<file path="config.mk">
export PLATFORM = sky130hd
export DESIGN_NAME = pgbf_locate
export DESIGN_NICKNAME = d
export VERILOG_FILES = /design/src/pgbf_pkg.sv /design/src/pgbf_locate.sv
export SDC_FILE = /design/constraint.sdc
export NUM_CORES = 2
export LEC_CHECK = 0
export BUFFER_PORTS_ARGS = -buffer_cell sky130_fd_sc_hd__buf_2
export CAP_MARGIN = 20
export CORE_MARGIN = 2
export CORE_UTILIZATION = 60
export DETAILED_ROUTE_END_ITERATION = 10
export PLACE_DENSITY = 0.78
export SYNTH_ARGS = -nofsm -noshare
export SYNTH_HDL_FRONTEND = slang
export SYNTH_SLANG_ARGS = --single-unit
</file>
<file path="constraint.sdc">
create_clock -name clk -period 19.4 [get_ports clk]
set_input_delay 2.91 -clock clk [delete_from_list [all_inputs] [get_ports clk]]
set_output_delay 2.91 -clock clk [all_outputs]
set_load 0.05 [all_outputs]
</file>
<file path="src/pgbf_pkg.sv">
// ----------------------------------------------------------------------------
// pgbf_pkg: shared definitions for the periodic grid bilinear field core
// Grid sizes, pipeline depths, register indexes, payload types and the small
// helper functions that the locate, grid and interpolation stages share.
// ----------------------------------------------------------------------------
`timescale 1ns / 1ps

package pgbf_pkg;

  // Grid store dimensions.
  localparam int MAX_COLS = 128;
  localparam int MAX_ROWS = 128;
  localparam int AXIS_MAX = (MAX_COLS > MAX_ROWS) ? MAX_COLS : MAX_ROWS;
  localparam int COL_W    = $clog2(MAX_COLS);
  localparam int ROW_W    = $clog2(MAX_ROWS);
  // Width that holds a grid size from 1 up to AXIS_MAX.
  localparam int N_W      = $clog2(AXIS_MAX + 1);

  // Fixed point and cell-index arithmetic.
  localparam int FRAC_W     = 16;
  localparam int IP_W       = 33;
  localparam int MOD_STEP   = 7;
  localparam int MOD_STAGES = (IP_W + MOD_STEP - 1) / MOD_STEP;
  localparam int DIV_W      = MOD_STAGES * MOD_STEP;

  // Pipeline depths: locate front end, remainder stages, wrap stages.
  localparam int LOC_LAT    = 7 + MOD_STAGES;
  localparam int INTERP_LAT = 7;
  localparam int TOTAL_LAT  = LOC_LAT + 1 + INTERP_LAT;

  // Corners of a cell: corner, right, up, up-right.
  localparam int NUM_CORNERS = 4;
  localparam int C00 = 0;
  localparam int C10 = 1;
  localparam int C01 = 2;
  localparam int C11 = 3;
  localparam bit CORNER_DX [NUM_CORNERS] = '{1'b0, 1'b1, 1'b0, 1'b1};
  localparam bit CORNER_DY [NUM_CORNERS] = '{1'b0, 1'b0, 1'b1, 1'b1};

  localparam int CFG_IDX_W = 3;

  typedef logic signed [31:0] word_t;

  typedef enum logic [CFG_IDX_W-1:0] {
    REG_GRID_COLS = 3'd0,
    REG_GRID_ROWS = 3'd1,
    REG_X_ORIGIN  = 3'd2,
    REG_Y_ORIGIN  = 3'd3,
    REG_X_CPU     = 3'd4,
    REG_Y_CPU     = 3'd5
  } cfg_reg_t;

  typedef enum logic {
    KIND_WRITE = 1'b0,
    KIND_QUERY = 1'b1
  } kind_t;

  // One grid write travelling down the pipeline.
  typedef struct packed {
    logic             valid;
    logic [ROW_W-1:0] row;
    logic [COL_W-1:0] col;
    word_t            value;
  } grid_wr_t;

  // One result item.
  typedef struct packed {
    word_t potential;
    word_t force_x;
    word_t force_y;
    logic  saturated;
  } result_t;

  // Effective grid size: zero acts as one, oversize acts as the store size.
  function automatic logic [N_W-1:0] clamp_size(input logic [7:0] v, input int maxn);
    logic [31:0] w;
    logic [31:0] m;
    w = {24'd0, v};
    m = maxn;
    if (w == 32'd0) begin
      w = 32'd1;
    end else if (w > m) begin
      w = m;
    end
    return w[N_W-1:0];
  endfunction

  // Seven restoring remainder steps on a narrow remainder.
  function automatic logic [N_W-1:0] mod_chunk(input logic [N_W-1:0] r,
                                               input logic [MOD_STEP-1:0] bits,
                                               input logic [N_W-1:0] n);
    logic [N_W:0]   t;
    logic [N_W-1:0] rr;
    rr = r;
    for (int i = MOD_STEP - 1; i >= 0; i--) begin
      t = {rr, bits[i]};
      if (t >= {1'b0, n}) begin
        t = t - {1'b0, n};
      end
      rr = t[N_W-1:0];
    end
    return rr;
  endfunction

  function automatic logic [COL_W-1:0] col_idx(input logic [31:0] c);
    return c[COL_W-1:0];
  endfunction

  function automatic logic [ROW_W-1:0] row_idx(input logic [31:0] r);
    return r[ROW_W-1:0];
  endfunction

endpackage

</file>
<file path="src/pgbf_locate.sv">
// ----------------------------------------------------------------------------
// pgbf_locate: position to periodic cell and fraction, one axis
// Maps (pos - origin) * cells_per_unit to a floor cell modulo the grid size,
// its wrapped neighbor and a Q0.16 fraction, in a pipeline of LOC_LAT stages.
// ----------------------------------------------------------------------------
`timescale 1ns / 1ps

module pgbf_locate (
  input  logic                          clk,
  input  logic                          en,
  input  pgbf_pkg::word_t               pos,
  input  pgbf_pkg::word_t               origin,
  input  logic [31:0]                   cpu,
  input  logic [pgbf_pkg::N_W-1:0]      n,
  output logic [pgbf_pkg::N_W-1:0]      cell0,
  output logic [pgbf_pkg::N_W-1:0]      cell1,
  output logic [pgbf_pkg::FRAC_W-1:0]   frac
);

  logic signed [32:0]               d;
  logic [32:0]                      mag;
  logic                             neg2;
  logic [48:0]                      pl;
  logic [48:0]                      ph;
  logic                             neg3;
  logic [64:0]                      prod;
  logic                             neg4;
  logic [pgbf_pkg::DIV_W-1:0]       ip;
  logic [pgbf_pkg::FRAC_W-1:0]      frac5;
  logic                             neg5;
  logic [pgbf_pkg::N_W-1:0]         rem    [pgbf_pkg::MOD_STAGES];
  logic [pgbf_pkg::DIV_W-1:0]       dv     [pgbf_pkg::MOD_STAGES];
  logic                             neg_m  [pgbf_pkg::MOD_STAGES];
  logic [pgbf_pkg::FRAC_W-1:0]      frac_m [pgbf_pkg::MOD_STAGES];
  logic [pgbf_pkg::N_W-1:0]         cell11;
  logic [pgbf_pkg::FRAC_W-1:0]      frac11;
  logic [pgbf_pkg::IP_W-1:0]        ip_next;
  logic [pgbf_pkg::FRAC_W-1:0]      frac_next;
  logic [31:0]                      fp_neg;

  // Offset from the origin, magnitude, and the split 33 x 32 product.
  always_ff @(posedge clk) begin
    if (en) begin
      d    <= 33'(pos) - 33'(origin);
      neg2 <= d[32];
      mag  <= d[32] ? 33'(-d) : 33'(d);
      neg3 <= neg2;
      pl   <= mag * cpu[15:0];
      ph   <= mag * cpu[31:16];
      neg4 <= neg3;
      prod <= {16'd0, pl} + {ph, 16'd0};
    end
  end

  // A negative offset with a fraction rounds the integer part up and flips
  // the fraction, so that the cell is the floor.
  always_comb begin
    fp_neg = 32'd0 - prod[31:0];
    if (neg4 && (prod[31:0] != 32'd0)) begin
      ip_next   = prod[64:32] + 1'b1;
      frac_next = fp_neg[31:16];
    end else begin
      ip_next   = prod[64:32];
      frac_next = prod[31:16];
    end
  end

  always_ff @(posedge clk) begin
    if (en) begin
      ip    <= {{(pgbf_pkg::DIV_W - pgbf_pkg::IP_W){1'b0}}, ip_next};
      frac5 <= frac_next;
      neg5  <= neg4;
    end
  end

  // Remainder by the grid size, MOD_STEP dividend bits per stage.
  always_ff @(posedge clk) begin
    if (en) begin
      rem[0]    <= pgbf_pkg::mod_chunk('0, ip[pgbf_pkg::DIV_W-1 -: pgbf_pkg::MOD_STEP], n);
      dv[0]     <= ip << pgbf_pkg::MOD_STEP;
      neg_m[0]  <= neg5;
      frac_m[0] <= frac5;
      for (int k = 1; k < pgbf_pkg::MOD_STAGES; k++) begin
        rem[k]    <= pgbf_pkg::mod_chunk(rem[k-1],
                       dv[k-1][pgbf_pkg::DIV_W-1 -: pgbf_pkg::MOD_STEP], n);
        dv[k]     <= dv[k-1] << pgbf_pkg::MOD_STEP;
        neg_m[k]  <= neg_m[k-1];
        frac_m[k] <= frac_m[k-1];
      end
    end
  end

  // Mirror the remainder for negative offsets, then find the wrapped neighbor.
  always_ff @(posedge clk) begin
    if (en) begin
      if (neg_m[pgbf_pkg::MOD_STAGES-1] && (rem[pgbf_pkg::MOD_STAGES-1] != '0)) begin
        cell11 <= n - rem[pgbf_pkg::MOD_STAGES-1];
      end else begin
        cell11 <= rem[pgbf_pkg::MOD_STAGES-1];
      end
      frac11 <= frac_m[pgbf_pkg::MOD_STAGES-1];
      cell0  <= cell11;
      cell1  <= ((cell11 + 1'b1) >= n) ? '0 : cell11 + 1'b1;
      frac   <= frac11;
    end
  end

endmodule

</file>
==> results.cfg <==
[placement]
post_dp_cell_area_um2 = 70600
place_inst = 8498
io_buffers = 137
place.gp.congestion = 0.917
hpwl_um = 120000

[global_routing]
antenna_found_initial = 6
met1_usage_pct = 34.9
grt_pass1_wl_um = 261000
grt_pass1_vias = 52300
grtUsageMet3_pct = 4.77
grt_usage_pct = 27.8
grt_most_used_layer = met2
grt_max_degree = 200
grt_overflow = 0
grt_use_met2_pct = 48.5

[synth]
synth_cell_types = 93
ys_ff_latch = 533
syn-instance-count = 6980
synth_edf_count = 533
synth_common_cells = 1073 x inv_1, 1017 x nand2_1, 900 x fa_1, 597 x ha_1, 533 x edfxtp_1
synth.top_cell.area_share_pct = 26.5
yosysWarningCount = 0
async_flop_share_pct = 0
synth_most_common_cell = inv_1
ys_top_cells_by_area = fa_1 26%, edfxtp_1 24%, ha_1 11%
yosysTopAreaCell = fa_1
synth_area_per_cell_um2 = 9.74
syn_area_um2 = 68000
synth_top_flop_cell = edfxtp_1
seq_area_frac_synth_pct = 23.5

[detailed_routing]
drt_first_pass_iters = 6
vias_per_cell = 5.82
dr.first_iter.drc_count = 3267
drt_wl_total_um = 159000
ant_nets = 0
vias = 50100
wl_per_cell_um = 18.5
route.detailed.drc = 0

[clock_tree]
cts_inserted_buffers = 55
clkTransAtPathRegs_ns = 0.07
clock_latency_ns = 0.68
clockBufferDepth = 3
clock-root-buffer = clkbuf_16
cts.htree.levels = 2
cts_tree = built
clock-sinks = 533

[timing]
fmax_mhz = 54.0
hold_viol_final = 0
slew_headroom_pct = 25.0
slew_viol_final = 0
tns_ns = 0
finalSetupViolations = 0
final.setup_skew_ns = 0.0610
tightest_slew_ns = 1.11
layout_min_cycle_time_ns = 18.52
timing.final.crit_share_pct = 95.4

[floorplanning]
std_cell_rows = 123
start_util_pct = 60.5
pin_count = 138
core-area_um2 = 112000
die_h_um = 341
dieArea_um2 = 116000
fp.dieW_um = 341

[cells_and_area]
seq_area_um2 = 16000
nFillCells = 8949
drive_above_1_share_pct = 7.62
layoutNonFillerInstCount = 8606
design_area_um2 = 72700
finalNetCount = 8662
multi_input_area_um2 = 47300
area_growth_pct = 6.89

[critical_path]
r2r-start = dv[0][83]$_DFFE_PP_
critPathLaunchType = primary input
critical_path_arrival_ns = 18.91
required_ns = 19.80
worst-r2r-setup-slack_ns = 3.02
crit_slowest_cell = fa_1
worstReg2RegEnd = rem[0][31]$_DFFE_PP_
max_stage_delay_ns = 0.47
r2r_cells = 72
cp_max_fo = 8
cpMostUsedCell = o21ai_0
crit_type = in2reg
endpoint_kind = flip-flop

[hold_path]
hold_start = dv[0][6]$_DFFE_PP_
hold_path_depth = 0
min_path_type = reg2reg
hold_end = dv[0][41]$_DFFE_PP_

[run_status]
status = finished, final reports clean

[run]
max_cap_violations = 0
==> kinds of logic after synthesis <==
kind of cell | after synthesis | synth area share (%)
xor gates and xnor gates | 402 | 5.18
DFF | 533 | 23.5
muxes | 163 | 2.67
other | 1 | 0.00551
and+or+nand+nor | 2092 | 14.4
adders and majority gates | 1497 | 37.5
buffers and inverters | 1303 | 7.22
AOI/OAI and AO/OA | 989 | 9.50
==> critical path, delay by kind of cell <==
family                   cells  cell delay [ns]
AO/OA/AOI/OAI               39             8.17
XOR/XNOR                     1             0.09
adder cells (fa/ha/maj)      7             2.39
buffers and inverters        5             0.92
multiplexers                 5             1.70
AND/OR/NAND/NOR             15             2.69
==> flip-flops by register name, indices dropped and copies added, names as in the netlist, 33 cells and up <==
| name | cells |
|---|---|
| prod | 65 |
| d | 33 |
| ip | 33 |
| rem | 40 |
| ph | 49 |
| dv | 70 |
| mag | 33 |
| pl | 49 |
| frac_m | 80 |
==> worst max path at each step <==
stage / from / endpoint / slack, ns / cells after the start
4_1_cts: n[1] / rem[0][20]$_DFFE_PP_ / 0.32 / 74
2_1_floorplan: n[1] / rem[0][28]$_DFFE_PP_ / 0.008 / 71
5_1_grt: n[6] / rem[0][35]$_DFFE_PP_ / -0.03 / 72
3_3_place_gp: n[1] / rem[0][35]$_DFFE_PP_ / 0.34 / 70
3_5_place_dp: n[1] / rem[0][20]$_DFFE_PP_ / -0.14 / 72
6_report: n[1] / rem[0][31]$_DFFE_PP_ / 0.88 / 72
==> layer usage <==
metal | routed length, µm | vias up
li1 | - | 23000
met1 | 62800 | 24500
met5 | 49 | -
met3 | 12400 | 491
met2 | 78300 | 2003
met4 | 5800 | 8
==> stage by stage <==
| stage | hold WS, ns | setup WS [ns] | utilization, % |
|---|---|---|---|
| 2_1_floorplan | 0.400 | 0.00762 | - |
| 4_1_cts | 0.392 | 0.316 | 64.4 |
| 5_1_grt | 0.405 | -0.0292 | 64.6 |
| 6_report | 0.391 | 0.884 | 64.6 |
| 3_3_place_gp | 0.401 | 0.342 | 62.7 |
| 3_5_place_dp | 0.405 | -0.143 | 62.7 |
==> layout by cell type (no fill, tap or decap), types with 22 or more instances in the layout <==
cell type  synthesis  final
edfxtp_1         533    533
nor2b_1           78     78
nand4_1           43     43
a211oi_1          27     24
nand2_1         1017   1015
o21ai_0          222    215
xnor2_1          280    280
o21bai_1          44     44
mux2i_1           42     35
a21o_1           121    118
nand2b_1          53     53
fa_1             900    900
ha_1             597    596
o211ai_1          22     22
buf_2              7    136
clkbuf_16          0     55
nand3_1           91     91
inv_1           1073   1072
nor2_1           276    275
xor2_1           122    122
and3_1            37     37
a21boi_0          34     33
mux2_2           113    113
nor3_1            56     56
a21oi_1          264    256
buf_4              1    109
and2_1           315    314
o21a_1            67     67
==> timing repair <==
action,in CTS,in global routing
setup endpoints to repair,0,35
hold buffers,0,0
gates resized for setup,0,53
setup buffers,0,3
==> final cells by class <==
class / count / share of cell area [%]
tap: 1500 / 2.58
sequential: 533 / 22.0
clock inverter: 36 / 0.668
multi-input combinational: 5146 / 65.1
timing repair buffer: 250 / 2.15
antenna: 2 / 0.00688
inverter: 1073 / 5.55
clock buffer: 66 / 1.95
Power is left out: the tool's default activity adds up to more than one toggle a clock period on the data nets, which glitch-free logic cannot reach.
